[config.mk]
export PLATFORM = sky130hd
export DESIGN_NAME = motion_comfort_classifier_unit_flat
export DESIGN_NICKNAME = d
export VERILOG_FILES = /design/src/hdl/mcc_pkg.sv /design/src/hdl/mcc_if.sv /design/src/hdl/mcc_alu.sv /design/src/hdl/mcc_classify.sv /design/src/hdl/motion_comfort_classifier_unit.sv /design/src/flat_wrapper.sv
export SDC_FILE = /design/constraint.sdc
export NUM_CORES = 1
export LEC_CHECK = 0
export BUFFER_PORTS_ARGS = -buffer_cell sky130_fd_sc_hd__buf_4
export CAP_MARGIN = 25
export CORE_MARGIN = 2
export CORE_UTILIZATION = 64
export DETAILED_ROUTE_END_ITERATION = 6
export MAX_ROUTING_LAYER = met4
export PLACE_DENSITY = 0.82
export SYNTH_ARGS = -nofsm -noshare
export SYNTH_HDL_FRONTEND = slang
export SYNTH_SLANG_ARGS = --single-unit
[constraint.sdc]
create_clock -name clk -period 14.8 [get_ports clk]
set_input_delay 1.48 -clock clk [delete_from_list [all_inputs] [get_ports clk]]
set_output_delay 1.48 -clock clk [all_outputs]
set_load 0.005 [all_outputs]
[src/hdl/mcc_pkg.sv]
package mcc_pkg;

    localparam int SCALE_W   = 16;
    localparam int LVL_W     = 10;
    localparam int MUL_W     = 16;
    localparam int QUO_W     = 11;
    // scale << QUO_W must fit
    localparam int SUB_W     = SCALE_W + QUO_W;
    localparam int CFG_IDX_W = 1;

    localparam logic [LVL_W-1:0]   LVL_MAX         = 10'd1000;
    localparam logic [SCALE_W-1:0] MOTION_SCALE_RST = 16'd4176;
    localparam logic [SCALE_W-1:0] BUMP_SCALE_RST   = 16'd6683;

    typedef enum logic [CFG_IDX_W-1:0] {
        REG_MOTION_SCALE = 1'b0,
        REG_BUMP_SCALE   = 1'b1
    } cfg_reg_t;

    typedef enum logic [1:0] {
        PET_UNKNOWN = 2'd0,
        PET_CALM    = 2'd1,
        PET_ACTIVE  = 2'd2,
        PET_ANXIOUS = 2'd3
    } pet_t;

    typedef enum logic [1:0] {
        RISK_NORMAL  = 2'd0,
        RISK_WARNING = 2'd1,
        RISK_DANGER  = 2'd2
    } risk_t;

    typedef enum logic [2:0] {
        MSG_UNAVAILABLE = 3'd0,
        MSG_TEMP_UNSAFE = 3'd1,
        MSG_TEMP_HIGH   = 3'd2,
        MSG_BUMPS       = 3'd3,
        MSG_ACTIVITY    = 3'd4,
        MSG_COMFORTABLE = 3'd5
    } msg_t;

    typedef enum logic [3:0] {
        ST_IDLE,
        ST_SQ_X,
        ST_SQ_Y,
        ST_SQ_Z,
        ST_SQRT,
        ST_DELTA,
        ST_CLOSE,
        ST_LV_MUL,
        ST_LV_PRE,
        ST_LV_DIV,
        ST_LV_DONE,
        ST_SMOOTH,
        ST_FINISH
    } state_t;

    typedef struct packed {
        logic               sample_valid;
        logic signed [15:0] accel_x;
        logic signed [15:0] accel_y;
        logic signed [15:0] accel_z;
        logic               burst_end;
        logic               motion_ok;
        logic               env_ok;
        logic signed [11:0] temperature;
        logic [9:0]         humidity;
    } in_item_t;

    typedef struct packed {
        logic [LVL_W-1:0] motion_level;
        logic [LVL_W-1:0] bump_level;
        logic [6:0]       comfort_score;
        pet_t             pet_status;
        risk_t            risk_level;
        msg_t             message_code;
    } out_item_t;

    typedef struct packed {
        logic [MUL_W-1:0] mul_a;
        logic [MUL_W-1:0] mul_b;
        logic [SUB_W-1:0] sub_a;
        logic [SUB_W-1:0] sub_b;
    } alu_req_t;

    typedef struct packed {
        logic [2*MUL_W-1:0] prod;
        logic [SUB_W-1:0]   diff;
        logic               ge;
    } alu_res_t;

    typedef struct packed {
        logic               motion_ok;
        logic               env_ok;
        logic signed [11:0] temperature;
        logic [9:0]         humidity;
        logic [LVL_W-1:0]   motion;
        logic [LVL_W-1:0]   bump;
    } cls_in_t;

endpackage

[src/hdl/mcc_if.sv]
interface mcc_sample_if;
    logic              valid;
    logic              ready;
    mcc_pkg::in_item_t data;

    modport source (output valid, output data, input ready);
    modport sink   (input valid, input data, output ready);
endinterface

interface mcc_result_if;
    logic               valid;
    logic               ready;
    mcc_pkg::out_item_t data;

    modport source (output valid, output data, input ready);
    modport sink   (input valid, input data, output ready);
endinterface

interface mcc_cfg_if;
    logic                           valid;
    logic                           ready;
    logic [mcc_pkg::CFG_IDX_W-1:0]  index;
    logic [mcc_pkg::SCALE_W-1:0]    data;

    modport source (output valid, output index, output data, input ready);
    modport sink   (input valid, input index, input data, output ready);
endinterface

[src/hdl/mcc_alu.sv]
// Shared arithmetic unit: one unsigned multiplier and one subtract/compare.
module mcc_alu (
    input  mcc_pkg::alu_req_t req,
    output mcc_pkg::alu_res_t res
);

    logic [mcc_pkg::SUB_W:0] sub_full;

    always_comb
    begin
        sub_full = {1'b0, req.sub_a} - {1'b0, req.sub_b};
        res.prod = (2*mcc_pkg::MUL_W)'(req.mul_a) * (2*mcc_pkg::MUL_W)'(req.mul_b);
        res.diff = sub_full[mcc_pkg::SUB_W-1:0];
        res.ge   = ~sub_full[mcc_pkg::SUB_W];
    end

endmodule

[src/hdl/mcc_classify.sv]
// Threshold scoring of one closed burst.
module mcc_classify (
    input  mcc_pkg::cls_in_t   cin,
    output mcc_pkg::out_item_t cout
);

    localparam logic signed [11:0] TEMP_DANGER = 12'sd340;
    localparam logic signed [11:0] TEMP_HOT    = 12'sd300;
    localparam logic signed [11:0] TEMP_WARM   = 12'sd260;
    localparam logic signed [11:0] TEMP_COOL   = 12'sd180;
    localparam logic signed [11:0] TEMP_COLD   = 12'sd100;
    localparam logic [9:0]  HUM_HIGH   = 10'd750;
    localparam logic [9:0]  HUM_DAMP   = 10'd650;
    localparam logic [9:0]  HUM_DRY    = 10'd300;
    localparam logic [mcc_pkg::LVL_W-1:0] BUMP_HARD   = 10'd550;
    localparam logic [mcc_pkg::LVL_W-1:0] BUMP_SOFT   = 10'd250;
    localparam logic [mcc_pkg::LVL_W-1:0] MOTION_HIGH = 10'd600;
    localparam logic [mcc_pkg::LVL_W-1:0] MOTION_MID  = 10'd300;
    localparam logic [mcc_pkg::LVL_W-1:0] CALM_MAX    = 10'd250;
    localparam logic [6:0]  SCORE_DANGER = 7'd50;
    localparam logic [6:0]  SCORE_WARN   = 7'd70;

    logic signed [11:0] temp;
    logic signed [7:0]  score_s;
    logic [6:0]         score;
    logic               temp_danger;
    logic               temp_hot;
    logic               hum_high;
    logic               bump_hard;

    always_comb
    begin
        temp        = $signed(cin.temperature);
        temp_danger = temp > TEMP_DANGER;
        temp_hot    = temp > TEMP_HOT;
        hum_high    = cin.humidity > HUM_HIGH;
        bump_hard   = cin.bump > BUMP_HARD;

        score_s = 8'sd100;
        if (temp_danger)
            score_s = score_s - 8'sd45;
        else if (temp >= TEMP_HOT)
            score_s = score_s - 8'sd25;
        else if (temp >= TEMP_WARM)
            score_s = score_s - 8'sd10;
        else if (temp < TEMP_COLD)
            score_s = score_s - 8'sd30;
        else if (temp < TEMP_COOL)
            score_s = score_s - 8'sd10;

        if (hum_high)
            score_s = score_s - 8'sd20;
        else if (cin.humidity > HUM_DAMP)
            score_s = score_s - 8'sd10;
        else if (cin.humidity < HUM_DRY)
            score_s = score_s - 8'sd10;

        if (bump_hard)
            score_s = score_s - 8'sd25;
        else if (cin.bump >= BUMP_SOFT)
            score_s = score_s - 8'sd10;

        if (cin.motion > MOTION_HIGH)
            score_s = score_s - 8'sd15;
        else if (cin.motion >= MOTION_MID)
            score_s = score_s - 8'sd5;

        score = score_s[7] ? 7'd0 : score_s[6:0];

        cout.motion_level  = cin.motion;
        cout.bump_level    = cin.bump;
        cout.comfort_score = 7'd0;
        cout.pet_status    = mcc_pkg::PET_UNKNOWN;
        cout.risk_level    = mcc_pkg::RISK_WARNING;
        cout.message_code  = mcc_pkg::MSG_UNAVAILABLE;

        if (cin.motion_ok && cin.env_ok)
        begin
            cout.comfort_score = score;

            if (cin.motion < CALM_MAX)
                cout.pet_status = mcc_pkg::PET_CALM;
            else if (cin.motion < MOTION_HIGH)
                cout.pet_status = mcc_pkg::PET_ACTIVE;
            else
                cout.pet_status = mcc_pkg::PET_ANXIOUS;

            if (temp_danger || score < SCORE_DANGER)
                cout.risk_level = mcc_pkg::RISK_DANGER;
            else if (temp_hot || hum_high || bump_hard || score < SCORE_WARN)
                cout.risk_level = mcc_pkg::RISK_WARNING;
            else
                cout.risk_level = mcc_pkg::RISK_NORMAL;

            if (cout.risk_level == mcc_pkg::RISK_DANGER && temp_danger)
                cout.message_code = mcc_pkg::MSG_TEMP_UNSAFE;
            else if (cout.risk_level == mcc_pkg::RISK_WARNING && temp_hot)
                cout.message_code = mcc_pkg::MSG_TEMP_HIGH;
            else if (cout.risk_level == mcc_pkg::RISK_WARNING && bump_hard)
                cout.message_code = mcc_pkg::MSG_BUMPS;
            else if (cin.motion > MOTION_HIGH)
                cout.message_code = mcc_pkg::MSG_ACTIVITY;
            else
                cout.message_code = mcc_pkg::MSG_COMFORTABLE;
        end
    end

endmodule

[src/hdl/motion_comfort_classifier_unit.sv]
// Sample item without burst end: squares of the three axes, square root, then delta update.
// Burst end adds two 11-step restoring divisions (skipped when a difference is zero or
// saturates) plus any wait for a held result; one item at a time.
// The sequencer shares one multiplier/subtractor: three squares, the
// 2-bit-per-cycle square root and the 1-bit-per-cycle level divisions.
// rst_n (async, active low) clears the sequencer, history and scales to defaults.
module motion_comfort_classifier_unit #(
    parameter int AXIS_BITS = 16
) (
    input  logic               clk,
    input  logic               rst_n,
    mcc_sample_if.sink         sample,
    mcc_result_if.source       result,
    mcc_cfg_if.sink            cfg
);

    // Magnitude datapath widths follow the axis width.
    localparam int MAG_W      = AXIS_BITS;
    localparam int SUM_W      = 2 * AXIS_BITS + 2;   // sum of three squares
    localparam int SQRT_STEPS = SUM_W / 2;           // two radicand bits per step
    localparam int REM_W      = AXIS_BITS + 2;       // square root remainder
    localparam int NUM_W      = AXIS_BITS + 10;      // difference * 1000
    localparam int STEPS_MAX  = (SQRT_STEPS > mcc_pkg::QUO_W) ? SQRT_STEPS
                                                              : mcc_pkg::QUO_W;
    localparam int CNT_W      = $clog2(STEPS_MAX + 1);

    // Divide by 10 as multiply by reciprocal; exact for sums up to 10000.
    localparam int SMOOTH_W    = 14;
    localparam int DIV10_SHIFT = 19;
    localparam logic [mcc_pkg::MUL_W-1:0] DIV10_RECIP = 16'd52429;
    localparam logic [mcc_pkg::MUL_W-1:0] LVL_MULT    = 16'd1000;

    // ---------------------------------------------------------------
    // Registers
    // ---------------------------------------------------------------
    mcc_pkg::state_t    state_reg, state_next;
    mcc_pkg::in_item_t  item_reg, item_next;
    mcc_pkg::out_item_t out_reg, out_next;
    logic               out_valid_reg, out_valid_next;

    logic [mcc_pkg::SCALE_W-1:0] mscale_reg, mscale_next;
    logic [mcc_pkg::SCALE_W-1:0] bscale_reg, bscale_next;

    // history: magnitude and smoothing survive across bursts, peak and last delta are per burst
    logic [MAG_W-1:0]          prev_reg, prev_next;
    logic                      seen_reg, seen_next;
    logic [mcc_pkg::LVL_W-1:0] smooth_reg, smooth_next;
    logic [MAG_W-1:0]          peak_reg, peak_next;
    logic [MAG_W-1:0]          last_reg, last_next;

    // working registers of the sequencer
    logic [SUM_W-1:0]          sum_reg, sum_next;
    logic [REM_W-1:0]          rem_reg, rem_next;
    logic [MAG_W-1:0]          root_reg, root_next;
    logic [CNT_W-1:0]          cnt_reg, cnt_next;
    logic [NUM_W-1:0]          num_reg, num_next;
    logic [mcc_pkg::SUB_W-1:0] den_reg, den_next;
    logic [mcc_pkg::QUO_W-1:0] quo_reg, quo_next;
    logic                      sel_reg, sel_next;      // 0 motion, 1 bump
    logic [mcc_pkg::LVL_W-1:0] motion_lvl_reg, motion_lvl_next;
    logic [mcc_pkg::LVL_W-1:0] bump_lvl_reg, bump_lvl_next;

    // ---------------------------------------------------------------
    // Combinational helpers
    // ---------------------------------------------------------------
    mcc_pkg::alu_req_t  alu_req;
    mcc_pkg::alu_res_t  alu_res;
    mcc_pkg::cls_in_t   cls_in;
    mcc_pkg::out_item_t cls_out;

    logic [AXIS_BITS-1:0]      axis_raw;
    logic [AXIS_BITS-1:0]      axis_abs;
    logic [REM_W-1:0]          rem_in;
    logic [REM_W-1:0]          trial;
    logic                      mag_ge;
    logic [MAG_W-1:0]          delta;
    logic [MAG_W-1:0]          lv_diff;
    logic [mcc_pkg::SCALE_W-1:0] lv_scale;
    logic [mcc_pkg::LVL_W-1:0] quo_sat;
    logic [SMOOTH_W-1:0]       smooth_sum;
    logic                      out_free;

    mcc_alu u_alu (
        .req (alu_req),
        .res (alu_res)
    );

    mcc_classify u_classify (
        .cin  (cls_in),
        .cout (cls_out)
    );

    assign sample.ready = (state_reg == mcc_pkg::ST_IDLE);
    assign result.valid = out_valid_reg;
    assign result.data  = out_reg;
    assign cfg.ready    = 1'b1;
    assign out_free     = ~out_valid_reg | result.ready;

    always_comb
    begin
        cls_in.motion_ok   = item_reg.motion_ok;
        cls_in.env_ok      = item_reg.env_ok;
        cls_in.temperature = item_reg.temperature;
        cls_in.humidity    = item_reg.humidity;
        cls_in.motion      = motion_lvl_reg;
        cls_in.bump        = bump_lvl_reg;
    end

    // axis feeding the squarer; only the low AXIS_BITS bits count
    always_comb
    begin
        case (state_reg)
            mcc_pkg::ST_SQ_Y: axis_raw = item_reg.accel_y[AXIS_BITS-1:0];
            mcc_pkg::ST_SQ_Z: axis_raw = item_reg.accel_z[AXIS_BITS-1:0];
            default:          axis_raw = item_reg.accel_x[AXIS_BITS-1:0];
        endcase
        axis_abs = axis_raw[AXIS_BITS-1] ? (~axis_raw + 1'b1) : axis_raw;
    end

    always_comb
    begin
        // digit-by-digit root: bring in two radicand bits, try 4*root+1
        rem_in   = {rem_reg[REM_W-3:0], sum_reg[SUM_W-1 -: 2]};
        trial    = {root_reg, 2'b01};
        mag_ge   = root_reg >= prev_reg;
        delta    = mag_ge ? (root_reg - prev_reg) : (prev_reg - root_reg);
        lv_diff  = sel_reg ? peak_reg : last_reg;
        lv_scale = sel_reg ? bscale_reg : mscale_reg;
        quo_sat  = (quo_reg > mcc_pkg::QUO_W'(mcc_pkg::LVL_MAX)) ? mcc_pkg::LVL_MAX
                                                                 : quo_reg[mcc_pkg::LVL_W-1:0];
        // 7*old + 3*new
        smooth_sum = SMOOTH_W'({smooth_reg, 3'b000}) - SMOOTH_W'(smooth_reg)
                   + SMOOTH_W'({motion_lvl_reg, 1'b0}) + SMOOTH_W'(motion_lvl_reg);
    end

    // ---------------------------------------------------------------
    // Sequencer: next state, ALU operand steering, register updates
    // ---------------------------------------------------------------
    always_comb
    begin
        state_next      = state_reg;
        item_next       = item_reg;
        out_next        = out_reg;
        out_valid_next  = out_valid_reg;
        mscale_next     = mscale_reg;
        bscale_next     = bscale_reg;
        prev_next       = prev_reg;
        seen_next       = seen_reg;
        smooth_next     = smooth_reg;
        peak_next       = peak_reg;
        last_next       = last_reg;
        sum_next        = sum_reg;
        rem_next        = rem_reg;
        root_next       = root_reg;
        cnt_next        = cnt_reg;
        num_next        = num_reg;
        den_next        = den_reg;
        quo_next        = quo_reg;
        sel_next        = sel_reg;
        motion_lvl_next = motion_lvl_reg;
        bump_lvl_next   = bump_lvl_reg;
        alu_req         = '0;

        if (cfg.valid)
        begin
            unique case (mcc_pkg::cfg_reg_t'(cfg.index))
                mcc_pkg::REG_MOTION_SCALE: mscale_next = cfg.data;
                mcc_pkg::REG_BUMP_SCALE:   bscale_next = cfg.data;
            endcase
        end

        if (result.ready)
            out_valid_next = 1'b0;

        unique case (state_reg)
            mcc_pkg::ST_IDLE:
            begin
                if (sample.valid)
                begin
                    item_next = sample.data;
                    if (sample.data.sample_valid)
                        state_next = mcc_pkg::ST_SQ_X;
                    else if (sample.data.burst_end)
                        state_next = mcc_pkg::ST_CLOSE;
                end
            end

            mcc_pkg::ST_SQ_X:
            begin
                alu_req.mul_a = mcc_pkg::MUL_W'(axis_abs);
                alu_req.mul_b = mcc_pkg::MUL_W'(axis_abs);
                sum_next      = SUM_W'(alu_res.prod);
                state_next    = mcc_pkg::ST_SQ_Y;
            end

            mcc_pkg::ST_SQ_Y:
            begin
                alu_req.mul_a = mcc_pkg::MUL_W'(axis_abs);
                alu_req.mul_b = mcc_pkg::MUL_W'(axis_abs);
                sum_next      = sum_reg + SUM_W'(alu_res.prod);
                state_next    = mcc_pkg::ST_SQ_Z;
            end

            mcc_pkg::ST_SQ_Z:
            begin
                alu_req.mul_a = mcc_pkg::MUL_W'(axis_abs);
                alu_req.mul_b = mcc_pkg::MUL_W'(axis_abs);
                sum_next      = sum_reg + SUM_W'(alu_res.prod);
                rem_next      = '0;
                root_next     = '0;
                cnt_next      = CNT_W'(SQRT_STEPS);
                state_next    = mcc_pkg::ST_SQRT;
            end

            mcc_pkg::ST_SQRT:
            begin
                alu_req.sub_a = mcc_pkg::SUB_W'(rem_in);
                alu_req.sub_b = mcc_pkg::SUB_W'(trial);
                sum_next      = sum_reg << 2;
                if (alu_res.ge)
                begin
                    rem_next  = alu_res.diff[REM_W-1:0];
                    root_next = {root_reg[MAG_W-2:0], 1'b1};
                end
                else
                begin
                    rem_next  = rem_in;
                    root_next = {root_reg[MAG_W-2:0], 1'b0};
                end
                cnt_next = cnt_reg - 1'b1;
                if (cnt_reg == CNT_W'(1))
                    state_next = mcc_pkg::ST_DELTA;
            end

            mcc_pkg::ST_DELTA:
            begin
                // first magnitude after reset is only stored
                if (seen_reg)
                begin
                    last_next = delta;
                    if (delta > peak_reg)
                        peak_next = delta;
                end
                prev_next  = root_reg;
                seen_next  = 1'b1;
                state_next = item_reg.burst_end ? mcc_pkg::ST_CLOSE : mcc_pkg::ST_IDLE;
            end

            mcc_pkg::ST_CLOSE:
            begin
                if (item_reg.motion_ok)
                begin
                    sel_next   = 1'b0;
                    state_next = mcc_pkg::ST_LV_MUL;
                end
                else
                begin
                    // sensor missing: levels read zero, smoothing untouched
                    motion_lvl_next = '0;
                    bump_lvl_next   = '0;
                    state_next      = mcc_pkg::ST_FINISH;
                end
            end

            mcc_pkg::ST_LV_MUL:
            begin
                alu_req.mul_a = mcc_pkg::MUL_W'(lv_diff);
                alu_req.mul_b = LVL_MULT;
                num_next      = alu_res.prod[NUM_W-1:0];
                state_next    = mcc_pkg::ST_LV_PRE;
            end

            mcc_pkg::ST_LV_PRE:
            begin
                // quotient >= 2048 (or zero scale with a nonzero difference) saturates outright
                alu_req.sub_a = mcc_pkg::SUB_W'(num_reg);
                alu_req.sub_b = mcc_pkg::SUB_W'(lv_scale) << mcc_pkg::QUO_W;
                quo_next      = '0;
                if (lv_diff == '0)
                    state_next = mcc_pkg::ST_LV_DONE;
                else if (alu_res.ge)
                begin
                    quo_next   = mcc_pkg::QUO_W'(mcc_pkg::LVL_MAX);
                    state_next = mcc_pkg::ST_LV_DONE;
                end
                else
                begin
                    den_next   = mcc_pkg::SUB_W'(lv_scale) << (mcc_pkg::QUO_W - 1);
                    cnt_next   = CNT_W'(mcc_pkg::QUO_W);
                    state_next = mcc_pkg::ST_LV_DIV;
                end
            end

            mcc_pkg::ST_LV_DIV:
            begin
                // restoring division, one quotient bit per cycle
                alu_req.sub_a = mcc_pkg::SUB_W'(num_reg);
                alu_req.sub_b = den_reg;
                if (alu_res.ge)
                    num_next = alu_res.diff[NUM_W-1:0];
                quo_next = {quo_reg[mcc_pkg::QUO_W-2:0], alu_res.ge};
                den_next = den_reg >> 1;
                cnt_next = cnt_reg - 1'b1;
                if (cnt_reg == CNT_W'(1))
                    state_next = mcc_pkg::ST_LV_DONE;
            end

            mcc_pkg::ST_LV_DONE:
            begin
                if (sel_reg)
                begin
                    bump_lvl_next = quo_sat;
                    state_next    = mcc_pkg::ST_FINISH;
                end
                else
                begin
                    motion_lvl_next = quo_sat;
                    state_next      = mcc_pkg::ST_SMOOTH;
                end
            end

            mcc_pkg::ST_SMOOTH:
            begin
                alu_req.mul_a   = mcc_pkg::MUL_W'(smooth_sum);
                alu_req.mul_b   = DIV10_RECIP;
                smooth_next     = alu_res.prod[DIV10_SHIFT +: mcc_pkg::LVL_W];
                motion_lvl_next = alu_res.prod[DIV10_SHIFT +: mcc_pkg::LVL_W];
                sel_next        = 1'b1;
                state_next      = mcc_pkg::ST_LV_MUL;
            end

            mcc_pkg::ST_FINISH:
            begin
                // wait for the output register to free up
                if (out_free)
                begin
                    out_next       = cls_out;
                    out_valid_next = 1'b1;
                    last_next      = '0;
                    peak_next      = '0;
                    state_next     = mcc_pkg::ST_IDLE;
                end
            end

            default:
            begin
                state_next = mcc_pkg::ST_IDLE;
            end
        endcase
    end

    // control and persistent state
    always_ff @(posedge clk or negedge rst_n)
    begin
        if (!rst_n)
        begin
            state_reg     <= mcc_pkg::ST_IDLE;
            out_valid_reg <= 1'b0;
            mscale_reg    <= mcc_pkg::MOTION_SCALE_RST;
            bscale_reg    <= mcc_pkg::BUMP_SCALE_RST;
            prev_reg      <= '0;
            seen_reg      <= 1'b0;
            smooth_reg    <= '0;
            peak_reg      <= '0;
            last_reg      <= '0;
            cnt_reg       <= '0;
            sel_reg       <= 1'b0;
        end
        else
        begin
            state_reg     <= state_next;
            out_valid_reg <= out_valid_next;
            mscale_reg    <= mscale_next;
            bscale_reg    <= bscale_next;
            prev_reg      <= prev_next;
            seen_reg      <= seen_next;
            smooth_reg    <= smooth_next;
            peak_reg      <= peak_next;
            last_reg      <= last_next;
            cnt_reg       <= cnt_next;
            sel_reg       <= sel_next;
        end
    end

    // payload, no reset
    always_ff @(posedge clk)
    begin
        item_reg       <= item_next;
        out_reg        <= out_next;
        sum_reg        <= sum_next;
        rem_reg        <= rem_next;
        root_reg       <= root_next;
        num_reg        <= num_next;
        den_reg        <= den_next;
        quo_reg        <= quo_next;
        motion_lvl_reg <= motion_lvl_next;
        bump_lvl_reg   <= bump_lvl_next;
    end

endmodule

[src/flat_wrapper.sv]
// flat-port wrapper written by rule: the top's interface ports become plain ports
module motion_comfort_classifier_unit_flat 
#(
    parameter int AXIS_BITS = 16
)
  (clk, rst_n, sample_valid, sample_data, sample_ready, result_valid, result_data, result_ready, cfg_valid, cfg_index, cfg_data, cfg_ready);
  mcc_sample_if sample_i ();
  mcc_result_if result_i ();
  mcc_cfg_if cfg_i ();
  input  logic clk;
  input  logic rst_n;
  input wire logic [$bits(sample_i.valid)-1:0] sample_valid;
  input wire logic [$bits(sample_i.data)-1:0] sample_data;
  output wire logic [$bits(sample_i.ready)-1:0] sample_ready;
  output wire logic [$bits(result_i.valid)-1:0] result_valid;
  output wire logic [$bits(result_i.data)-1:0] result_data;
  input wire logic [$bits(result_i.ready)-1:0] result_ready;
  input wire logic [$bits(cfg_i.valid)-1:0] cfg_valid;
  input wire logic [$bits(cfg_i.index)-1:0] cfg_index;
  input wire logic [$bits(cfg_i.data)-1:0] cfg_data;
  output wire logic [$bits(cfg_i.ready)-1:0] cfg_ready;
  assign sample_i.valid = sample_valid;
  assign sample_i.data = sample_data;
  assign sample_ready = sample_i.ready;
  assign result_valid = result_i.valid;
  assign result_data = result_i.data;
  assign result_i.ready = result_ready;
  assign cfg_i.valid = cfg_valid;
  assign cfg_i.index = cfg_index;
  assign cfg_i.data = cfg_data;
  assign cfg_ready = cfg_i.ready;
  motion_comfort_classifier_unit #(.AXIS_BITS(AXIS_BITS)) u_core (.clk(clk), .rst_n(rst_n), .sample(sample_i), .result(result_i), .cfg(cfg_i));
endmodule
== Word level (Yosys, flattened, before mapping) ==
Cells that the tools add are included.
Operators by class
  muxes and demuxes: 74
  bitwise logic cells: 6
  reductions and logical operators: 38
  $lt $le $gt $ge: 20
  eq/ne operators: 29
  $add $sub $neg: 15
  multiply operators: 1
Operators by type and width (count)
  $pmux 16 s2: 5
  $pmux 53 s3: 1
  $mux 16: 9
  $pmux 34 s3: 1
  $pmux 32 s3: 1
  $mux 8: 7
  $mux 27: 2
  $pmux 27 s2: 1
  $pmux 26 s2: 1
  $pmux 4 s13: 1
  $mux 10: 5
  $gt 10x10->1 const B: 4
  $add 34x32->34: 1
  $mul 16x16->32: 1
  $mux 4: 8
  $sub 16x16->16: 2
  $pmux 10 s3: 1
  $sub 26x27->28: 1
  $mux 26: 1
  $ge 12x10->1 const B: 2
  $gt 12x10->1 const B: 2
  $mux 6: 4
  $sub 8x5->8 const B: 3
  $pmux 11 s2: 1
  other kinds (54): 118
Storage, ports and cells
  register bits: 359

== Logic depth before layout (Yosys ltp) ==
Gate-level depths: netlist (run 1).
  word-level depth: 27
  mapped depth: 52
  depth with buffers taken out: 51

== Modules after synthesis ==
Synthesis (run 1) repeated with hierarchy kept, for this count alone.
Unflattened totals
  cell total of the unflattened synthesis: 3402
  area total of the unflattened synthesis: 32144.6 um^2
Modules (own cells, without submodules)
  motion_comfort_classifier_unit: cells each 1907, seq. area each 10252.3 um^2, area an instance 20151.8 um^2, times used 1
  mcc_alu: cells each 1252, seq. area each 0.0 um^2, area an instance 10238.6 um^2, times used 1
  mcc_classify: cells each 243, seq. area each 0.0 um^2, area an instance 1754.2 um^2, times used 1

== Worst setup path before layout (run 1) ==
No wires, ideal clock.
  path kind: reg2reg
  from: reg u_core.motion_lvl_reg[3] (netlist name)
  to: reg u_core.sum_reg[33] (data pin)
  slack: 3.702 ns
  clock period less this slack: 11.098 ns
  buffers on the path: 1
  stages on the path, launching flop included: 49
  arrival: 10.832 ns
  cell sequence: edfxtp_1 -> fa_1 -> inv_1 -> fa_1 -> inv_1 -> ha_1 -> nor2b_1 -> o21ai_0 -> a21boi_0 -> o21a_1 -> o21ai_0 -> nand2b_1 -> a21o_1 -> xnor2_1 -> o21ai_0 -> clkbuf_1 -> nand2_1 -> fa_1 -> [13 not listed] -> a221oi_1 -> o21ai_0 -> nor4_1 -> o31a_1 -> o21ai_0 -> a21oi_1 -> xor2_1 -> inv_1 -> ha_1 -> a211o_1 -> o221a_2 -> o31ai_1 -> o21ai_0 -> a21o_1 -> o21ba_2 -> o21ai_0 -> xor2_1 -> o21ai_0
RTL lines
  start, declared: line motion_comfort_classifier_unit.sv:60  | logic [mcc_pkg::LVL_W-1:0] motion_lvl_reg, motion_lvl_next;
  start signal, assigned: line motion_comfort_classifier_unit.sv:396  | motion_lvl_reg <= motion_lvl_next;
  end signal, assigned: line motion_comfort_classifier_unit.sv:390  | sum_reg <= sum_next;
  end, declared: line motion_comfort_classifier_unit.sv:52  | logic [SUM_W-1:0] sum_reg, sum_next;

==> results_dict.tcl, run 1 <==
set metrics [dict create \
    status "completed" \
    cts_setup_buffers 0 \
    cp_top_family "compound AO/OA/AOI/OAI gates" \
    core-area_um2 47400 \
    syn_inst 3137 \
    min_path_cells 0 \
    multiInputGateArea_um2 18400 \
    gp_congestion 0.980 \
    finalHoldViolCount 0 \
    antenna_left 0 \
    grt_usage_pct 35.9 \
    port_buffers 131 \
    rsz0062_at_grt "no" \
    path_clk_slew_ps 60 \
    worstSetupStartpointType "flip-flop" \
    crit_fanout 33 \
    tritoncts "yes" \
    setup_violations 0 \
    slowest_delay_ps 860 \
    ys_seq_elements 358 \
    die-area_um2 49400 \
    netlist_area_um2 30500 \
    fin_nets 3802 \
    yosys_warnings 0 \
    initial_utilization_pct 64.3 \
    io-pin-count 133 \
    largest_reg_flops 49 \
    antenna_found_initial 0 \
    clk_latency_ps 570 \
    seq_area_um2 10300 \
    finalMaxSlewViolations 0 \
    instances_no_fill 3898 \
    numCtsBuffers 40 \
    period_needed_ps 13550 \
    reg2reg_depth 42 \
    synth_ff_type "edfxtp_1" \
    grt_max_degree 73 \
    design_area_um2 33600 \
    dp.cells 3823 \
    clockBufferDepth 3 \
    grt-ovfl-total 0 \
    fp.dieW_um 222 \
    drt_iter0_drc 2237 \
    r2r_slack_ps 1250 \
    totalWireLength_mm 85.0 \
    final_util_pct 70.8 \
    tightest_slew_ps 1130 \
    r2r-start "u_core.state_reg[3]" \
    post-route-period-util_pct 91.6 \
    worst-setup-path-type "reg -> reg" \
    firstDrtPassIters 7 \
    dp_hpwl_mm 64.4 \
    grt_pass1_vias 25000 \
    cap_violations 0 \
    critical_path_arrival_ps 13840 \
    path_buf_inv 8 \
    drt-wirelength-per-cell_um 21.8 \
    synth.distinct_cells 95 \
    hold_buffers 0 \
    slew_headroom_pct 24.0 \
    synth_top_area_cell "edfxtp_1" \
    synth_edf_count 256 \
    drc 0 \
    fmax_ghz 0.0738 \
    async_reset_ff_share_pct 28.5 \
    cp_slowest_cell "or3b_2" \
    fillers 3486 \
    min_from "u_core.bump_lvl_reg[2]" \
    placed_cell_area_um2 32300 \
    r2r-end "u_core.sum_reg[33]" \
    whs_endpoint "u_core.result.data[16]" \
    skew_ps 21.3 \
    avgSynthCellArea_um2 9.73 \
    cp_common_cell "inv_1" \
    cts-resized-gates 0 \
    syn2layout_area_growth_pct 10.1 \
    yosysSeqAreaShare_pct 33.6 \
    num_vias 24200 \
    core.rowCount 80 \
    synth.top_cell.area_share_pct 25.2 \
    cts_root_buffer "clkbuf_16" \
    end_kind "flip-flop" \
    yosysMostFrequentCell "inv_1" \
    cts-htree-levels 2 \
    layout-drive-gt1-share_pct 11.1 \
    die_y_um 222 \
    crit_required_ps 15090 \
    viasPerCell 6.21 \
    final.setup.tns_ps 0 \
    synthTopCellsByCount "inv_1 (408), nand2_1 (330), edfxtp_1 (256)" \
    hold_class "reg -> reg" \
    worstSetupStartpoint "u_core.state_reg[3]" \
    cts_sinks 358 \
    grt_first_pass_wirelength_mm 135 \
    n_antenna_cell 0 \
    synth_area_leaders "edfxtp_1 (25%), fa_1 (14%), ha_1 (9.8%), dfrtp_1 (7.5%), inv_1 (5.0%)" \
]
[worst max path at each step]
stage,depth (start not counted),slack (ps),end
2_1_floorplan,48,3700,u_core.sum_reg[33]
3_3_place_gp,42,2060,u_core.sum_reg[33]
3_5_place_dp,42,1740,u_core.sum_reg[33]
4_1_cts,42,1660,u_core.sum_reg[33]
5_1_grt,42,700,u_core.sum_reg[33]
6_report,42,1250,u_core.sum_reg[33]
[routing by layer]
layer	GRT usage, %	part of all wire [%]	vias up
met3	5.59	8.6	217
met1	46.8	40	11800
met2	56.8	47	1145
met5	-	0	-
li1	-	-	11000
met4	14.6	4.3	0
[cell families (layout without fill, tap and decap cells)]
logic type,count (synthesis),count (layout),synth area share (%)
AO/OA/AOI/OAI,683,683,15.1
multiplexers,120,120,4.27
flip-flops,358,358,33.6
other,2,4,0.0246
AND/OR/NAND/NOR,877,877,13.1
XOR/XNOR,121,121,3.53
buffers and inverters,521,665,6.46
adder cells (fa/ha/maj),455,455,23.9
[final cells by class]
cell class | count | share of cell area [%]
well taps | 615 | 2.29
flip-flops and latches | 358 | 30.5
multi-input cells | 2260 | 54.7
clock inverters | 21 | 0.529
repair buffers | 178 | 4.01
inverters | 413 | 4.62
clock buffers | 53 | 3.34
[worst reg2reg max path: cells and delay by family (launching register included)]
kind	cells	cell delay, ps
AO/OA/AOI/OAI	18	4110
adder cells (fa/ha/maj)	9	3790
AND/OR/NAND/NOR	4	2510
XOR/XNOR	3	1530
buffers and inverters	8	720
flip-flops	1	590
[placed cells by master, fill, tap and decap left out, types with 90 or more instances in the layout]
cell and n:
a21oi_1 153, o21ai_0 148, inv_1 408, nor2_1 248
edfxtp_1 256, dfrtp_1 90, buf_4 176, nand2_1 330
fa_1 215, ha_1 240
[stage by stage]
step | worst slack (ps) | hold WS, ps
after floorplan | 3700 | 427
after CTS | 1660 | 493
final | 1250 | 492
after global routing | 695 | 507
after global placement | 2060 | 448
after detailed placement | 1740 | 459
Power of run 1 is not shown: default switching activity piles up to over one toggle a cycle in this logic, so the estimate is an artifact.
==> run 2, diff against run 1 <==
==> constraint.sdc (replaced) <==
create_clock -name clk -period 13.1 [get_ports clk]
set_input_delay 1.31 -clock clk [delete_from_list [all_inputs] [get_ports clk]]
set_output_delay 1.31 -clock clk [all_outputs]
set_load 0.005 [all_outputs]
==> run 2 against run 1 <==
Net effect: routed wire length up 0.18%; setup slack worse by 600 ps; global-route usage down 0.090 points; fmax up 8.9%; non-clock buffer count up 15; cell count up 0.31%; final area up 0.21%; critical endpoint unchanged.
==> results_dict.tcl, run 2 (same netlist as run 1, synthesis figures left out) <==
set metrics [dict create \
    core-area_um2 47400 \
    grt_usage_pct 35.8 \
    setup_violations 0 \
    finalMaxSlewViolations 0 \
    cts_sinks 358 \
    numCtsBuffers 39 \
    initial_utilization_pct 64.3 \
    antenna_left 0 \
    totalWireLength_mm 85.1 \
    slowest_delay_ps 590 \
    tightest_slew_ps 1030 \
    critical_path_arrival_ps 12730 \
    layout_commonest_cell "inv_1" \
    multiInputGateArea_um2 18400 \
    drt_iter0_drc 2157 \
    crit_fanout 9 \
    skew_ps 19.9 \
    grt_first_pass_wirelength_mm 134 \
    cp_slowest_cell "fa_1" \
    rsz0062_at_grt "no" \
    grt-ovfl-total 0 \
    clockBufferDepth 3 \
    antenna_found_initial 1 \
    final.setup.tns_ps 0 \
    io-pin-count 133 \
    slew_headroom_pct 30.5 \
    path_clk_slew_ps 60 \
    status "completed" \
    fmax_ghz 0.0803 \
    n_antenna_cell 0 \
    end_kind "flip-flop" \
    syn2layout_area_growth_pct 10.3 \
    worstSetupStartpointType "flip-flop" \
    crit_required_ps 13380 \
    clk_latency_ps 560 \
    grt_max_degree 74 \
    seq_area_um2 10300 \
    gp_congestion 1.04 \
    hold_buffers 0 \
    worst_hold_slack_ps 483 \
    port_buffers 131 \
    cp_common_cell "fa_1" \
    grt_pass1_vias 24700 \
    layout_common_cells "inv_1 (408), nand2_1 (330), edfxtp_1 (256)" \
    hold_class "reg -> reg" \
    fillers 3576 \
    num_vias 24300 \
    fp.dieW_um 222 \
    period_needed_ps 12450 \
    drt-wirelength-per-cell_um 21.8 \
    viasPerCell 6.21 \
    cts_setup_buffers 0 \
    firstDrtPassIters 6 \
    layout-drive-gt1-share_pct 11.4 \
    worst-setup-path-type "reg -> reg" \
    largest_reg_flops 49 \
    drc 0 \
    finalHoldViolCount 0 \
    post-route-period-util_pct 95.0 \
    cts_root_buffer "clkbuf_16" \
    cts-resized-gates 0 \
    die-area_um2 49400 \
    core.rowCount 80 \
    tritoncts "yes" \
    cts-htree-levels 2 \
    dp_hpwl_mm 65.5 \
    cap_violations 0 \
    die_y_um 222 \
    fin_nets 3816 \
]
[run 2: final timing paths]
path	start	endpoint	slack, ps	cells after the start
max	u_core.motion_lvl_reg[3]	u_core.sum_reg[33]	650	47
max in group asynchronous	rst_n	u_core.mscale_reg[9]	11070	2
min in group asynchronous	rst_n	u_core.smooth_reg[1]	740	1
max reg2reg	u_core.motion_lvl_reg[3]	u_core.sum_reg[33]	650	47
min	u_core.bump_lvl_reg[3]	u_core.result.data[17]	480	0
min reg2reg	u_core.bump_lvl_reg[3]	u_core.result.data[17]	480	0
[run 2: per-stage QoR]
step	cell area [µm²]	utilization, %	setup WS (ps)	cells
final	33700	70.9	654	3910
after CTS	33600	70.8	765	3906
after global routing	33700	70.9	20.6	3910
after global placement	32300	68.1	1320	3832
after floorplan	30500	-	2000	3139
after detailed placement	32400	68.2	852	3835
[run 2: worst max-delay path: cells and delay by family (launching register included)]
family	cells	cell delay [ps]
fa+ha+maj	11	5210
compound gates	21	4050
simple gates	5	1050
xor+xnor	3	740
buf+inv	7	560
flops	1	510
[run 2: area by class of cell]
| cell class | instances | area share, % |
|---|---|---|
| tap | 615 | 2.29 |
| clock inverter | 13 | 0.335 |
| inverter | 413 | 4.61 |
| timing repair buffer | 193 | 4.40 |
| sequential | 358 | 30.5 |
| multi-input combinational | 2260 | 54.5 |
| clock buffer | 58 | 3.36 |
[run 2: routing by layer]
layer	GRT usage [%]	part of all wire, %
met5	-	0
met4	13.9	4.0
met3	6.00	8.6
met2	57.4	47
met1	46.0	40
Power of run 2 is left out for the same reason.
